==> config.mk <==
export PLATFORM = sky130hd
export DESIGN_NAME = timed_slot_pool_allocator
export DESIGN_NICKNAME = d
export VERILOG_FILES = /design/src/tspa_pkg.sv /design/src/tspa_ram.sv /design/src/tspa_seq.sv /design/src/timed_slot_pool_allocator.sv
export SDC_FILE = /design/constraint.sdc
export NUM_CORES = 1
export LEC_CHECK = 0
export BUFFER_PORTS_ARGS = -buffer_cell sky130_fd_sc_hd__buf_2
export CAP_MARGIN = 40
export CORE_AREA = 2 2 231 233
export DETAILED_ROUTE_END_ITERATION = 10
export DIE_AREA = 0 0 233 235
export HOLD_SLACK_MARGIN = 0.03
export PLACE_DENSITY = 0.69
export SLEW_MARGIN = 20
export SYNTH_ARGS = -nofsm -noshare
export SYNTH_HDL_FRONTEND = slang
export SYNTH_SLANG_ARGS = --single-unit
==> constraint.sdc <==
create_clock -name clock -period 4.7 [get_ports clock]
set_input_delay 0 -clock clock [delete_from_list [all_inputs] [get_ports clock]]
set_output_delay 0 -clock clock [all_outputs]
set_load 0.01 [all_outputs]
==> src/tspa_pkg.sv <==
package tspa_pkg;

   localparam int SLOTS  = 8;
   localparam int IDX_W  = (SLOTS > 1) ? $clog2(SLOTS) : 1;
   localparam int SLOT_W = 3;
   localparam int MASK_W = 8;
   localparam int POS_W  = 16;
   localparam int SIZE_W = 7;
   localparam int POW_W  = 7;
   localparam int TIME_W = 8;

   typedef enum logic [1:0] {
      REQ_SPAWN = 2'd0,
      REQ_TICK  = 2'd1,
      REQ_READ  = 2'd2,
      REQ_NONE  = 2'd3
   } req_kind_type;

   typedef struct packed {
      logic [1:0]              req_type;
      logic signed [POS_W-1:0] pos_x;
      logic signed [POS_W-1:0] pos_y;
      logic [SIZE_W-1:0]       lifetime;
      logic [POW_W-1:0]        strength;
      logic [SLOT_W-1:0]       read_slot;
   } req_data_type;

   typedef struct packed {
      logic [SLOT_W-1:0]        slot;
      logic                     replaced;
      logic [MASK_W-1:0]        active_mask;
      logic [MASK_W-1:0]        first_frame_mask;
      logic signed [POS_W-1:0]  entry_x;
      logic signed [POS_W-1:0]  entry_y;
      logic [POW_W-1:0]         entry_power;
      logic signed [TIME_W-1:0] entry_time;
   } rsp_data_type;

   // One slot as held in the slot memory.
   typedef struct packed {
      logic [POS_W-1:0]  x;
      logic [POS_W-1:0]  y;
      logic [SIZE_W-1:0] size;
      logic [TIME_W-1:0] rem;
      logic [POW_W-1:0]  power;
   } entry_type;

   localparam int ENTRY_W = $bits(entry_type);

   typedef enum logic [2:0] {
      ST_IDLE   = 3'd0,
      ST_ISSUE  = 3'd1,
      ST_LAST   = 3'd2,
      ST_COMMIT = 3'd3,
      ST_RESP   = 3'd4
   } seq_state_type;

   // Sequencer to datapath controls.
   typedef struct packed {
      logic             accept;
      logic             issue;
      logic [IDX_W-1:0] scan_idx;
      logic             commit;
      logic             resp;
   } ctl_type;

endpackage

==> src/tspa_ram.sv <==
module tspa_ram #(
   parameter int WIDTH = 8,
   parameter int DEPTH = 8
) (
   input  logic                                   clock,
   input  logic                                   wr_en,
   input  logic [((DEPTH > 1) ? $clog2(DEPTH) : 1)-1:0] wr_addr,
   input  logic [WIDTH-1:0]                       wr_data,
   input  logic                                   rd_en,
   input  logic [((DEPTH > 1) ? $clog2(DEPTH) : 1)-1:0] rd_addr,
   output logic [WIDTH-1:0]                       rd_data
);

   logic [WIDTH-1:0] mem_ff [DEPTH];
   logic [WIDTH-1:0] rd_data_ff;

   always_ff @(posedge clock) begin
      if (wr_en) begin
         mem_ff[wr_addr] <= wr_data;
      end
      if (rd_en) begin
         rd_data_ff <= mem_ff[rd_addr];
      end
   end

   assign rd_data = rd_data_ff;

endmodule

==> src/tspa_seq.sv <==
module tspa_seq (
   input  logic             clock,
   input  logic             reset,
   input  logic             start,
   input  logic [1:0]       req_type,
   output logic             busy,
   output tspa_pkg::ctl_type ctl
);
   import tspa_pkg::*;

   seq_state_type    state_ff, state_in;
   logic [IDX_W-1:0] idx_ff, idx_in;
   req_kind_type     kind_ff, kind_in;
   logic             accept;
   logic             last_issue;

   assign accept     = start && (state_ff == ST_IDLE);
   assign last_issue = !((kind_ff == REQ_SPAWN) || (kind_ff == REQ_TICK)) ||
                       (idx_ff == IDX_W'(SLOTS - 1));

   always_comb begin
      state_in = state_ff;
      case (state_ff)
         ST_IDLE:   if (start) state_in = ST_ISSUE;
         ST_ISSUE:  if (last_issue) state_in = ST_LAST;
         ST_LAST:   state_in = (kind_ff == REQ_SPAWN) ? ST_COMMIT : ST_RESP;
         ST_COMMIT: state_in = ST_RESP;
         ST_RESP:   state_in = ST_IDLE;
         default:   state_in = ST_IDLE;
      endcase
   end

   always_comb begin
      idx_in  = idx_ff;
      kind_in = kind_ff;
      if (accept) begin
         idx_in  = '0;
         kind_in = req_kind_type'(req_type);
      end else if ((state_ff == ST_ISSUE) && !last_issue) begin
         idx_in = idx_ff + IDX_W'(1);
      end
   end

   always_comb begin
      busy         = (state_ff != ST_IDLE);
      ctl.accept   = accept;
      ctl.issue    = (state_ff == ST_ISSUE);
      ctl.scan_idx = idx_ff;
      ctl.commit   = (state_ff == ST_COMMIT);
      ctl.resp     = (state_ff == ST_RESP);
   end

   always_ff @(posedge clock) begin
      if (reset) begin
         state_ff <= ST_IDLE;
         idx_ff   <= '0;
         kind_ff  <= REQ_NONE;
      end else begin
         state_ff <= state_in;
         idx_ff   <= idx_in;
         kind_ff  <= kind_in;
      end
   end

endmodule

==> src/timed_slot_pool_allocator.sv <==
// A request runs from the accepting edge to rsp_valid through ISSUE, which walks every slot
// for spawn and tick and issues one read for read and the unused code, then LAST, then COMMIT
// for spawn only, then RESP; busy is high meanwhile. Throughput: one request at a time, the next
// start is taken the cycle after the strobe; the single read port visits one slot per cycle.
// The strobe lasts one cycle and the receiver cannot stall.
// Synchronous active-high reset empties the pool at once: per-slot valid bits, no clear pass.
module timed_slot_pool_allocator (
   input  logic                   clock,
   input  logic                   reset,
   input  logic                   start,
   output logic                   busy,
   input  tspa_pkg::req_data_type req_data,
   output logic                   rsp_valid,
   output tspa_pkg::rsp_data_type rsp_data
);
   import tspa_pkg::*;

   ctl_type      ctl;
   req_data_type req_ff;
   req_kind_type kind;

   // Slot memory ports.
   logic             wr_en;
   logic [IDX_W-1:0] wr_addr;
   entry_type        wr_entry;
   logic [IDX_W-1:0] rd_addr;
   logic [ENTRY_W-1:0] rd_data;

   // Per-slot flags, all in flip-flops.
   logic [SLOTS-1:0] vld_ff, vld_in;
   logic [SLOTS-1:0] active_ff, active_in;
   logic [SLOTS-1:0] first_ff, first_in;

   // Read stage: a slot read issued last cycle is processed now.
   logic             proc_ff;
   logic [IDX_W-1:0] pidx_ff;
   logic             rvld_ff;
   entry_type        cur;
   logic signed [TIME_W-1:0] cur_t;

   // Spawn choice tracking.
   logic                     found_ff, found_in;
   logic [IDX_W-1:0]         pick_ff, pick_in;
   logic                     havelow_ff, havelow_in;
   logic [IDX_W-1:0]         low_ff, low_in;
   logic signed [TIME_W-1:0] lowt_ff, lowt_in;
   logic [IDX_W-1:0]         spawn_idx;

   // Tick write-back.
   logic                     tick_wr;
   logic [TIME_W-1:0]        tick_t;

   rsp_data_type res_ff, res_in;

   tspa_seq u_seq (
      .clock    (clock),
      .reset    (reset),
      .start    (start),
      .req_type (req_data.req_type),
      .busy     (busy),
      .ctl      (ctl)
   );

   tspa_ram #(
      .WIDTH (ENTRY_W),
      .DEPTH (SLOTS)
   ) u_ram (
      .clock   (clock),
      .wr_en   (wr_en),
      .wr_addr (wr_addr),
      .wr_data (wr_entry),
      .rd_en   (ctl.issue),
      .rd_addr (rd_addr),
      .rd_data (rd_data)
   );

   assign kind = req_kind_type'(req_ff.req_type);

   // Read walks the pool for spawn and tick, or hits the one requested slot.
   assign rd_addr = (kind == REQ_READ) ? IDX_W'(req_ff.read_slot) : ctl.scan_idx;

   // A slot never written since reset reads as zero; so does a read beyond the pool.
   assign cur   = rvld_ff ? entry_type'(rd_data) : '0;
   assign cur_t = $signed(cur.rem);

   assign spawn_idx = found_ff ? pick_ff : low_ff;

   // Tick: only active slots are touched, each written back in the cycle it is seen.
   // The scan reads one slot ahead of the write, so read and write never collide.
   assign tick_wr = proc_ff && (kind == REQ_TICK) && active_ff[pidx_ff];
   assign tick_t  = cur.rem - TIME_W'(1);

   always_comb begin
      wr_en    = tick_wr || ctl.commit;
      wr_addr  = ctl.commit ? spawn_idx : pidx_ff;
      wr_entry = cur;
      wr_entry.rem = tick_t;
      if (ctl.commit) begin
         wr_entry.x     = req_ff.pos_x;
         wr_entry.y     = req_ff.pos_y;
         wr_entry.size  = req_ff.lifetime;
         wr_entry.rem   = TIME_W'(req_ff.lifetime);
         wr_entry.power = req_ff.strength;
      end
   end

   // Flag updates.
   always_comb begin
      vld_in    = vld_ff;
      active_in = active_ff;
      first_in  = first_ff;
      if (wr_en) begin
         vld_in[wr_addr] = 1'b1;
      end
      if (tick_wr) begin
         first_in[pidx_ff] = (cur.rem == TIME_W'(cur.size));
         if (tick_t[TIME_W-1]) begin
            active_in[pidx_ff] = 1'b0;
         end
      end
      if (ctl.commit) begin
         first_in[spawn_idx]  = 1'b0;
         active_in[spawn_idx] = 1'b1;
      end
   end

   // Spawn choice: first free slot wins; otherwise the earliest strictly lowest time.
   always_comb begin
      found_in   = found_ff;
      pick_in    = pick_ff;
      havelow_in = havelow_ff;
      low_in     = low_ff;
      lowt_in    = lowt_ff;
      if (ctl.accept) begin
         found_in   = 1'b0;
         havelow_in = 1'b0;
      end else if (proc_ff && (kind == REQ_SPAWN) && !found_ff) begin
         if (cur_t <= 0) begin
            found_in = 1'b1;
            pick_in  = pidx_ff;
         end else if (!havelow_ff || (cur_t < lowt_ff)) begin
            havelow_in = 1'b1;
            low_in     = pidx_ff;
            lowt_in    = cur_t;
         end
      end
   end

   // Result register: cleared at accept, filled by the read stage or the commit.
   always_comb begin
      res_in = res_ff;
      if (ctl.accept) begin
         res_in = '0;
         if (req_kind_type'(req_data.req_type) == REQ_READ) begin
            res_in.slot = req_data.read_slot;
         end
      end else if (proc_ff && (kind == REQ_READ)) begin
         res_in.entry_x     = cur.x;
         res_in.entry_y     = cur.y;
         res_in.entry_power = cur.power;
         res_in.entry_time  = cur.rem;
      end else if (ctl.commit) begin
         res_in.slot        = SLOT_W'(spawn_idx);
         res_in.replaced    = !found_ff;
         res_in.entry_x     = req_ff.pos_x;
         res_in.entry_y     = req_ff.pos_y;
         res_in.entry_power = req_ff.strength;
         res_in.entry_time  = TIME_W'(req_ff.lifetime);
      end
   end

   // Masks are final by the response cycle, so take them live.
   always_comb begin
      rsp_valid                 = ctl.resp;
      rsp_data                  = res_ff;
      rsp_data.active_mask      = MASK_W'(active_ff);
      rsp_data.first_frame_mask = MASK_W'(first_ff);
   end

   always_ff @(posedge clock) begin
      if (reset) begin
         vld_ff     <= '0;
         active_ff  <= '0;
         first_ff   <= '0;
         proc_ff    <= 1'b0;
         found_ff   <= 1'b0;
         havelow_ff <= 1'b0;
      end else begin
         vld_ff     <= vld_in;
         active_ff  <= active_in;
         first_ff   <= first_in;
         proc_ff    <= ctl.issue;
         found_ff   <= found_in;
         havelow_ff <= havelow_in;
      end
   end

   // Payload registers: no reset needed.
   always_ff @(posedge clock) begin
      if (ctl.accept) begin
         req_ff <= req_data;
      end
      if (ctl.issue) begin
         pidx_ff <= rd_addr;
         rvld_ff <= (int'(rd_addr) < SLOTS) ? vld_ff[rd_addr] : 1'b0;
      end
      pick_ff <= pick_in;
      low_ff  <= low_in;
      lowt_ff <= lowt_in;
      res_ff  <= res_in;
   end

endmodule

# Word-level counts from Yosys, hierarchy flattened
# Memory sizes are Yosys's and may differ from the RTL's. A register that Yosys moved wholly into a read port is not among the register bits.
# Index checks and enable logic that the tools add are counted.
# Widths: inputs -> output; s select.
dict set report totals {
  elab_cells 125
  reg_bits 155
  inputBits 54
  ram_bits 432
  output_inout_bits 69
  n_memories 1
}
# memory depth word_bits rd rd_clocked_by_memory_dff write_ports line
set mem_list {}
lappend mem_list {u_ram.mem_ff 8 54 1 1 1 tspa_ram.sv:14} ;# logic [WIDTH-1:0] mem_ff [DEPTH];
dict set report op_classes {
  add_sub_neg 2
  n_reduce_logical 32
  n_bitwise 9
  magnitude_cmp 9
  n_mux 33
  eq_ne 13
}
# operator count
set op_table {}
lappend op_table {{$mux 54} 2}
lappend op_table {{$mux 47} 2}
lappend op_table {{$mux 8} 5}
lappend op_table {{$mux 3} 7}
lappend op_table {{$and 8x8->8} 2}
lappend op_table {{$lt 3x4->1 const B} 4}
lappend op_table {{$not 8->8} 2}
lappend op_table {{$or 8x8->8} 2}
lappend op_table {{$mux 4} 3}
lappend op_table {{$pmux 3 s4} 1}
lappend op_table {{$logic_and 1x1->1} 10}
lappend op_table {{$demux 1 s3} 3}
lappend op_table {{$ge 3x1->1 const B} 3}
lappend op_table {{$bwmux 8} 1}
lappend op_table {{$eq 8x7->1} 1}
lappend op_table {{$le 8x1->1 const B} 1}
lappend op_table {{$lt 8x8->1} 1}
lappend op_table {{$reduce_and 2->1} 4}
lappend op_table {{$sub 8x1->8 const B} 1}
lappend op_table {{$mux 1} 7}
lappend op_table {{$bmux 1 s3} 2}
lappend op_table {{$eq 3x2->1 const B} 2}
lappend op_table {{$eq 3x3->1 const B} 2}
lappend op_table {{$reduce_and 3->1} 2}
lappend op_table {{other kinds (15)} 28}

# Depth between registers and ports, before layout
# Gate-level depths: netlist (run 1).
dict set report depth {
  ltp_word 10
  mapped_depth 9
  mapped_depth_nobuf 7
}

# Hierarchy
# From an unflattened synthesis (run 1), not the netlist that was laid out.
dict set report unflattened {
  hier_cells 1437
  hier_area_um2 25064.0
}
# mod seq_area_each_um2 cells_each area_per_inst_um2 n_inst
set by_module_without_submodules {}
lappend by_module_without_submodules {tspa_ram 14594.0 691 17867.1 1}
lappend by_module_without_submodules {timed_slot_pool_allocator 3663.5 700 6805.3 1}
lappend by_module_without_submodules {tspa_seq 160.2 46 391.6 1}

# Worst setup path before layout (run 1)
# No wires, ideal clock.
dict set report synth_timing {
  path_type {flip-flop to flip-flop}
  from {register pidx_ff[2]}
  to {memory u_ram.mem_ff[1][0] (netlist bit), enable pin}
  path_stages_with_launch 7
  setup_slack_ns 0.261
  required_time_ns 4.234
  setup_time_ns 0.466
  n_path_buf 1
  arrival_ns 3.973
  period_less_slack_ns 4.439
  cell_sequence {edfxtp_1 -> buf_6 -> mux2i_1 -> mux4_2 -> nor3_1 -> nor2_1 -> nor2_1}
}
dict set report synth_between {
  elab_chain_len 6
  word_cells_on_any_way 7
  classes_between {mux (5); reduce/logical (2)}
}
# item line
set synth_lines {}
lappend synth_lines {{from (decl)} timed_slot_pool_allocator.sv:36} ;# logic [IDX_W-1:0] pidx_ff;
lappend synth_lines {{from (signal assigned)} timed_slot_pool_allocator.sv:204} ;# pidx_ff <= rd_addr;
lappend synth_lines {{$bmux 1 s3} timed_slot_pool_allocator.sv:90} ;# assign tick_wr = proc_ff && (kind == REQ_TICK) && active_ff[pidx_ff];
lappend synth_lines {{$mux 1 (implied by the code)} timed_slot_pool_allocator.sv:90}
lappend synth_lines {{$logic_and 1x1->1} timed_slot_pool_allocator.sv:90}
lappend synth_lines {{$logic_or 1x1->1} timed_slot_pool_allocator.sv:94} ;# wr_en = tick_wr || ctl.commit;
lappend synth_lines {{$mux 1} tspa_ram.sv:18} ;# if (wr_en) begin
lappend synth_lines {{$mux 1 (implied by the code)} tspa_ram.sv:19} ;# mem_ff[wr_addr] <= wr_data;
lappend synth_lines {{to (decl)} tspa_ram.sv:14}
# Several ways; a longest one is shown, not always the timed one. The select of a mux whose other input is x is not followed.

# Final worst setup path (run 1)
dict set report layout_timing {
  from {register pidx_ff[2]}
  to {memory u_ram.mem_ff[5][43] (netlist bit), enable pin}
}
# The elaborated chain is that of the path after synthesis.

==> results.toml, run 1 <==
[setup_path]
critical_path_arrival_ps = 3730
slowest_delay_ps = 650
worstPathRequired_ps = 4970
crit_chain = "mux2i_1 -> mux4_2 -> nor3_1 -> nor2_1 -> nor2_4 -> buf_12"
crit_type = "reg2reg"
start_kind = "flip-flop"
crit_fanout = 38
endpoint_kind = "flip-flop"
cpMaxStageDelayCell = "edfxtp_1"

[cts]
cts-root-buf = "clkbuf_16"
clkTransAtPathRegs_ps = 60
clock_path_buffers = 3
clock_sinks = 641
clk_latency_ps = 600
cts-buffers-inserted = 68
cts_setup_buffers = 0
cts_tree = "yes"
h-tree-depth = 3

[die]
initial_core_util_pct = 49.6
die_w_um = 233
rows = 84
die_h_um = 235
die-area_um2 = 54800
core_um2 = 52200
ios = 123

[finish]
antennaDiodeCount = 0
drive_above_1_share_pct = 14.7
fin_nets = 2266
area_growth_pct = 15.8

[sta]
finalMaxSlewViolations = 0
post-route-period-util_pct = 73.7
timing.final.ws_setup_ps = 1230
relSlewSlack_pct = 41.5
finalCriticalPeriod_ps = 3470
setup_violations = 0
clock_skew_ps = 24.4
rsz0062_at_grt = "false"
hold_viol_final = 0
setup_total_negative_slack_ps = 0
tightest_slew_ps = 868
clock.fmax_ghz = 0.289

[power_and_ir_drop]
p_sw_uw = 2780
p_total_uw = 12300
p_sw_share_pct = 22.5
leakagePower_uw = 0.0107
vdd_drop_max_mv = 0.273
p_int_uw = 9560
clkPwrFrac_pct = 41.2
pwr-share-comb_pct = 6.7
p_per_area_nw_per_um2 = 411
seqPwrFrac_pct = 52.1

[drt]
drc_errors = 0
viasPerCell = 5.88
wirelength_mm = 62.5
wl_per_cell_um = 21.2
first_iter_violations = 1768
first_pass_iters = 6
via_count = 17300
ant_nets = 0

[yosys]
synth_flop_cell = "edfxtp_1"
yosysWarnings = 0
synth_common_cells = "edfxtp_1, nand2_1, nand3_1"
ys_ff_latch = 641
synth_edf_count = 558
syn-num-nets = 2138
async_flop_share_pct = 0
synth_top_cell_area_share_pct = 64.6
yosys.area.top_type = "edfxtp_1"
seq_area_frac_synth_pct = 71.1
yosysMostFrequentCell = "edfxtp_1"
yosysUniqueCellTypes = 60
synthTopCellsByArea = "edfxtp_1, nand2_1, dfxtp_1, a211oi_1, nand3_1"
syn_area_um2 = 25900
syn-instance-count = 2075
syn_area_per_cell_um2 = 12.5

[flow_run]
cap_violations = 0

[place]
dp_slack_ps = 1290
globalplace.congestion = 0.832
numPortBuffers = 122
hpwl_mm = 32.9

[min_path]
hold_path.class = "in2reg"

[global_route]
gr-usage-all-layers_pct = 22.5
grt_pass1_vias = 16700
grt_first_pass_wirelength_mm = 95.4
antenna_found_initial = 0
grt-ovfl-total = 0
grt_max_degree = 168

[status]
outcome = "complete, no violations"
worst paths after layout:
check / from / slack, ps / cells past startpoint / to
setup / recovery: pidx_ff[2] / 1230 / 6 / u_ram.mem_ff[5][43]
hold / removal: req_data[37] / 110 / 2 / req_ff[37]
setup reg to reg: pidx_ff[2] / 1230 / 6 / u_ram.mem_ff[5][43]
hold reg to reg: vld_ff[0] / 470 / 1 / vld_ff[0]
timing repair:
action,4_1_cts,5_1_grt
setup endpoints to repair,0,0
gates resized for setup,0,0
hold buffers,53,0
endpoints found under the hold margin,77,0
flip-flops by register name, summed over array words and instances (netlist names), 2 cells and up:
name            flops
active_ff           8
first_ff            8
kind                2
low_ff              3
lowt_ff             8
pick_ff             3
pidx_ff             3
req_ff             49
rsp_data           51
u_ram.mem_ff      432
u_ram.rd_data      54
u_seq.idx_ff        3
u_seq.kind_ff       2
u_seq.state_ff      3
vld_ff              8
stage by stage:
step	hold slack [ps]	instances	cell area (µm²)	utilization [%]
3_3_place_gp	177	2759	27200	52.1
3_5_place_dp	178	2764	27300	52.3
6_report	105	2945	30000	57.5
5_1_grt	100	2945	30000	57.5
4_1_cts	75.0	2941	30000	57.4
2_1_floorplan	79.3	2075	25900	-
power groups by stage:
| stage | registers (µW) | clock network (µW) | logic, µW |
|---|---|---|---|
| floorplan | 6530 | 0 | 501 |
| global placement | 6550 | 0 | 746 |
| detailed placement | 6550 | 0 | 782 |
| CTS | 6430 | 5160 | 820 |
| global route | 6440 | 5350 | 901 |
| finish | 6430 | 5080 | 823 |
worst max-delay path: cells and delay by family (launching register included):
kind | cells | cell delay (ps)
simple gates | 3 | 1410
flops | 1 | 650
buf+inv | 1 | 340
mux | 2 | 710
cells by family (layout without fill, tap and decap cells):
family	Yosys count	in the layout	share of synthesized area [%]
fa+ha+maj	9	9	0.434
flops	641	641	71.1
xor+xnor	12	12	0.405
buf+inv	232	414	3.51
compound gates	355	355	10.1
mux	16	16	0.666
simple gates	810	810	13.8
per-layer routing:
layer  GRT usage, %  part of all wire (%)  vias up  routed length, µm
met3           3.85                   7.6      115               4730
li1               -                     -     7922                  -
met5              0                     0        -                  0
met2           36.7                    48      722              29800
met4           7.04                   2.5        0               1590
met1           30.8                    42     8572              26500
final cells by class:
class                      count  area, µm²
clock buffer                  93       1880
clock inverter                31        239
fill                        4035      22200
inverter                      79        304
multi-input combinational   1202       6700
sequential                   641      18400
tap                          688        861
timing repair buffer         211       1630
placed cells by master, fill, tap and decap left out, types with 4 or more instances in the layout:
master / instances
clkinv_2: 12
ha_1: 9
xnor2_1: 9
a21boi_1: 8
and3_1: 40
buf_12: 13
a31o_2: 48
mux2i_1: 13
nand2b_1: 6
a21oi_1: 62
clkbuf_1: 18
nor2_1: 17
clkbuf_16: 69
o21ai_0: 17
inv_6: 5
a311oi_1: 55
a31o_1: 7
or3b_1: 6
clkbuf_8: 6
nand2_1: 487
dfxtp_1: 82
dlygate4sd3_1: 53
edfxtp_1: 558
nor2_4: 9
and2_1: 6
inv_1: 76
a211oi_1: 114
clkinv_1: 8
a31oi_1: 5
nor3b_1: 5
buf_4: 17
nand3_1: 152
nor3_1: 57
buf_2: 124
or3_1: 4
o31ai_1: 6
o211ai_1: 9
o21a_1: 6
Note: power is estimated with default switching activity, not from simulation.
==> run 2: changes to the inputs <==
--- a/config.mk
+++ b/config.mk
@@ -11,7 +11,7 @@
 export DETAILED_ROUTE_END_ITERATION = 10
 export DIE_AREA = 0 0 233 235
 export HOLD_SLACK_MARGIN = 0.03
-export PLACE_DENSITY = 0.69
+export PLACE_DENSITY = 0.67
 export SLEW_MARGIN = 20
 export SYNTH_ARGS = -nofsm -noshare
 export SYNTH_HDL_FRONTEND = slang
==> constraint.sdc (replaced) <==
create_clock -name clock -period 3.4 [get_ports clock]
set_input_delay 0 -clock clock [delete_from_list [all_inputs] [get_ports clock]]
set_output_delay 0 -clock clock [all_outputs]
set_load 0.01 [all_outputs]
==> results.toml, run 2 (same netlist as run 1, synthesis figures left out) <==
[die]
die-area_um2 = 54800
initial_core_util_pct = 49.6
ios = 123
die_w_um = 233
rows = 84
core_um2 = 52200
die_h_um = 235

[finish]
drive_above_1_share_pct = 15.0
final_common_cell = "edfxtp_1"
fin_nets = 2274
multi_input_area_um2 = 6700
antennaDiodeCount = 0
nFillCells = 4065
final_cell_mix = "edfxtp_1, nand2_1, nand3_1, buf_2, a211oi_1"
area_growth_pct = 16.3
largest_reg_flops = 432
final_cells = 2952
regMostFlops = "u_ram.mem_ff"
seqCellArea_um2 = 18400

[drt]
wirelength_mm = 61.7
wl_per_cell_um = 20.9
ant_nets = 0
via_count = 17200
first_iter_violations = 1875
viasPerCell = 5.83
drc_errors = 0
first_pass_iters = 6

[setup_path]
rr_worst_depth = 5
rrSetupSlack_ps = 540
start_kind = "flip-flop"
endpoint_kind = "flip-flop"
crit_chain = "mux2i_1 -> mux4_2 -> o41a_2 -> nor2_4 -> buf_12"
worstPathRequired_ps = 3680
crit_fanout = 28
cpMaxStageDelayCell = "o41a_2"
path_delay_family = "multiplexers"
cp_num_buf_inv = 1
crit_type = "reg2reg"
slowest_delay_ps = 580
critical_path_arrival_ps = 3130
cp_num_cells = 5

[global_route]
antenna_found_initial = 0
use_met3_pct = 3.51
grt_pass1_vias = 17000
busiest_layer = "met2"
grt_first_pass_wirelength_mm = 95.5
grt-ovfl-total = 0
use_met2_pct = 35.7
gr-usage-all-layers_pct = 22.5
use_met1_pct = 32.0
grt_max_degree = 168

[power_and_ir_drop]
p_sw_share_pct = 22.3
p_sw_uw = 3840
leakagePower_uw = 0.0107
p_int_uw = 13400
p_per_area_nw_per_um2 = 571
vdd_drop_max_mv = 0.363
seqPwrFrac_pct = 51.6
clkPwrFrac_pct = 41.8
pwr-share-comb_pct = 6.6

[cts]
cts-root-buf = "clkbuf_16"
h-tree-depth = 3
clk_latency_ps = 600
clkTransAtPathRegs_ps = 60
cts_setup_buffers = 0
cts_tree = "yes"
cts-buffers-inserted = 67
clock_sinks = 641
clock_path_buffers = 3

[min_path]
hold_depth = 2
hold_path.class = "in2reg"

[sta]
finalMaxSlewViolations = 0
tightest_slew_ps = 850
relSlewSlack_pct = 43.3
rsz0062_at_grt = "false"
timing.hold.ws_ps = 114
clock.fmax_ghz = 0.350
setup_violations = 0
hold_viol_final = 0
clock_skew_ps = 21.7
finalCriticalPeriod_ps = 2860
post-route-period-util_pct = 84.0

[place]
hpwl_mm = 32.8
dp_cells = 2775
numPortBuffers = 122
globalplace.congestion = 0.798

[flow_run]
cap_violations = 0

[status]
outcome = "complete, no violations"
==> run 2: cell count changes in the layout (fill, tap and decap cells not counted) <==
cell / change
clkbuf_2: -1
clkinv_4: -1
buf_12: +5
buf_2: +1
clkbuf_8: +2
clkbuf_16: -1
bufinv_16: +2
buf_4: +7
clkbuf_1: +1
buf_16: -3
clkinv_8: +1
clkinv_1: -2
clkinv_2: -4
==> run 2: path summary, 6_finish.rpt <==
check / startpoint / endpoint
hold reg to reg: vld_ff[2] / vld_ff[2]
setup / recovery: pidx_ff[2] / u_ram.mem_ff[4][28]
hold / removal: req_data[30] / req_ff[30]
setup reg to reg: pidx_ff[2] / u_ram.mem_ff[4][28]
==> run 2: power groups by stage <==
| stage | registers [µW] | clock network (µW) | logic [µW] |
|---|---|---|---|
| final | 8890 | 7190 | 1140 |
| after global routing | 8900 | 7610 | 1250 |
| after CTS | 8880 | 7320 | 1130 |
| after detailed placement | 9050 | 0 | 1090 |
| after global placement | 9050 | 0 | 1050 |
| after floorplan | 9030 | 0 | 696 |
==> run 2: metrics by stage <==
step                power [µW]  utilization, %  TNS [ps]  instance area [µm²]  worst slack [ps]
floorplan                 9720               -    -39880                26000              -189
global placement         10100            52.5         0                27400               586
detailed placement       10100            52.5         0                27400               572
CTS                      17300            57.7         0                30100               552
global route             17800            57.7         0                30100               482
finish                   17200            57.7         0                30100               544
==> run 2: area by class of cell <==
cell class | count | area share [%]
inverter | 79 | 1.01
clock buffer | 95 | 6.25
tap | 688 | 2.86
timing repair buffer | 220 | 5.63
clock inverter | 27 | 0.926
sequential | 641 | 61.1
multi-input combinational | 1202 | 22.2
==> run 2: timing repair <==
action | 4_1_cts | 5_1_grt
resized for setup | 0 | 0
hold endpoints to repair | 77 | 0
hold buffers | 53 | 0
==> run 2: metal layers <==
layer / wire [µm] / vias up
li1: - / 7947
met1: 27100 / 8505
met2: 29000 / 672
met3: 4050 / 97
met4: 1500 / 0
met5: 0 / -
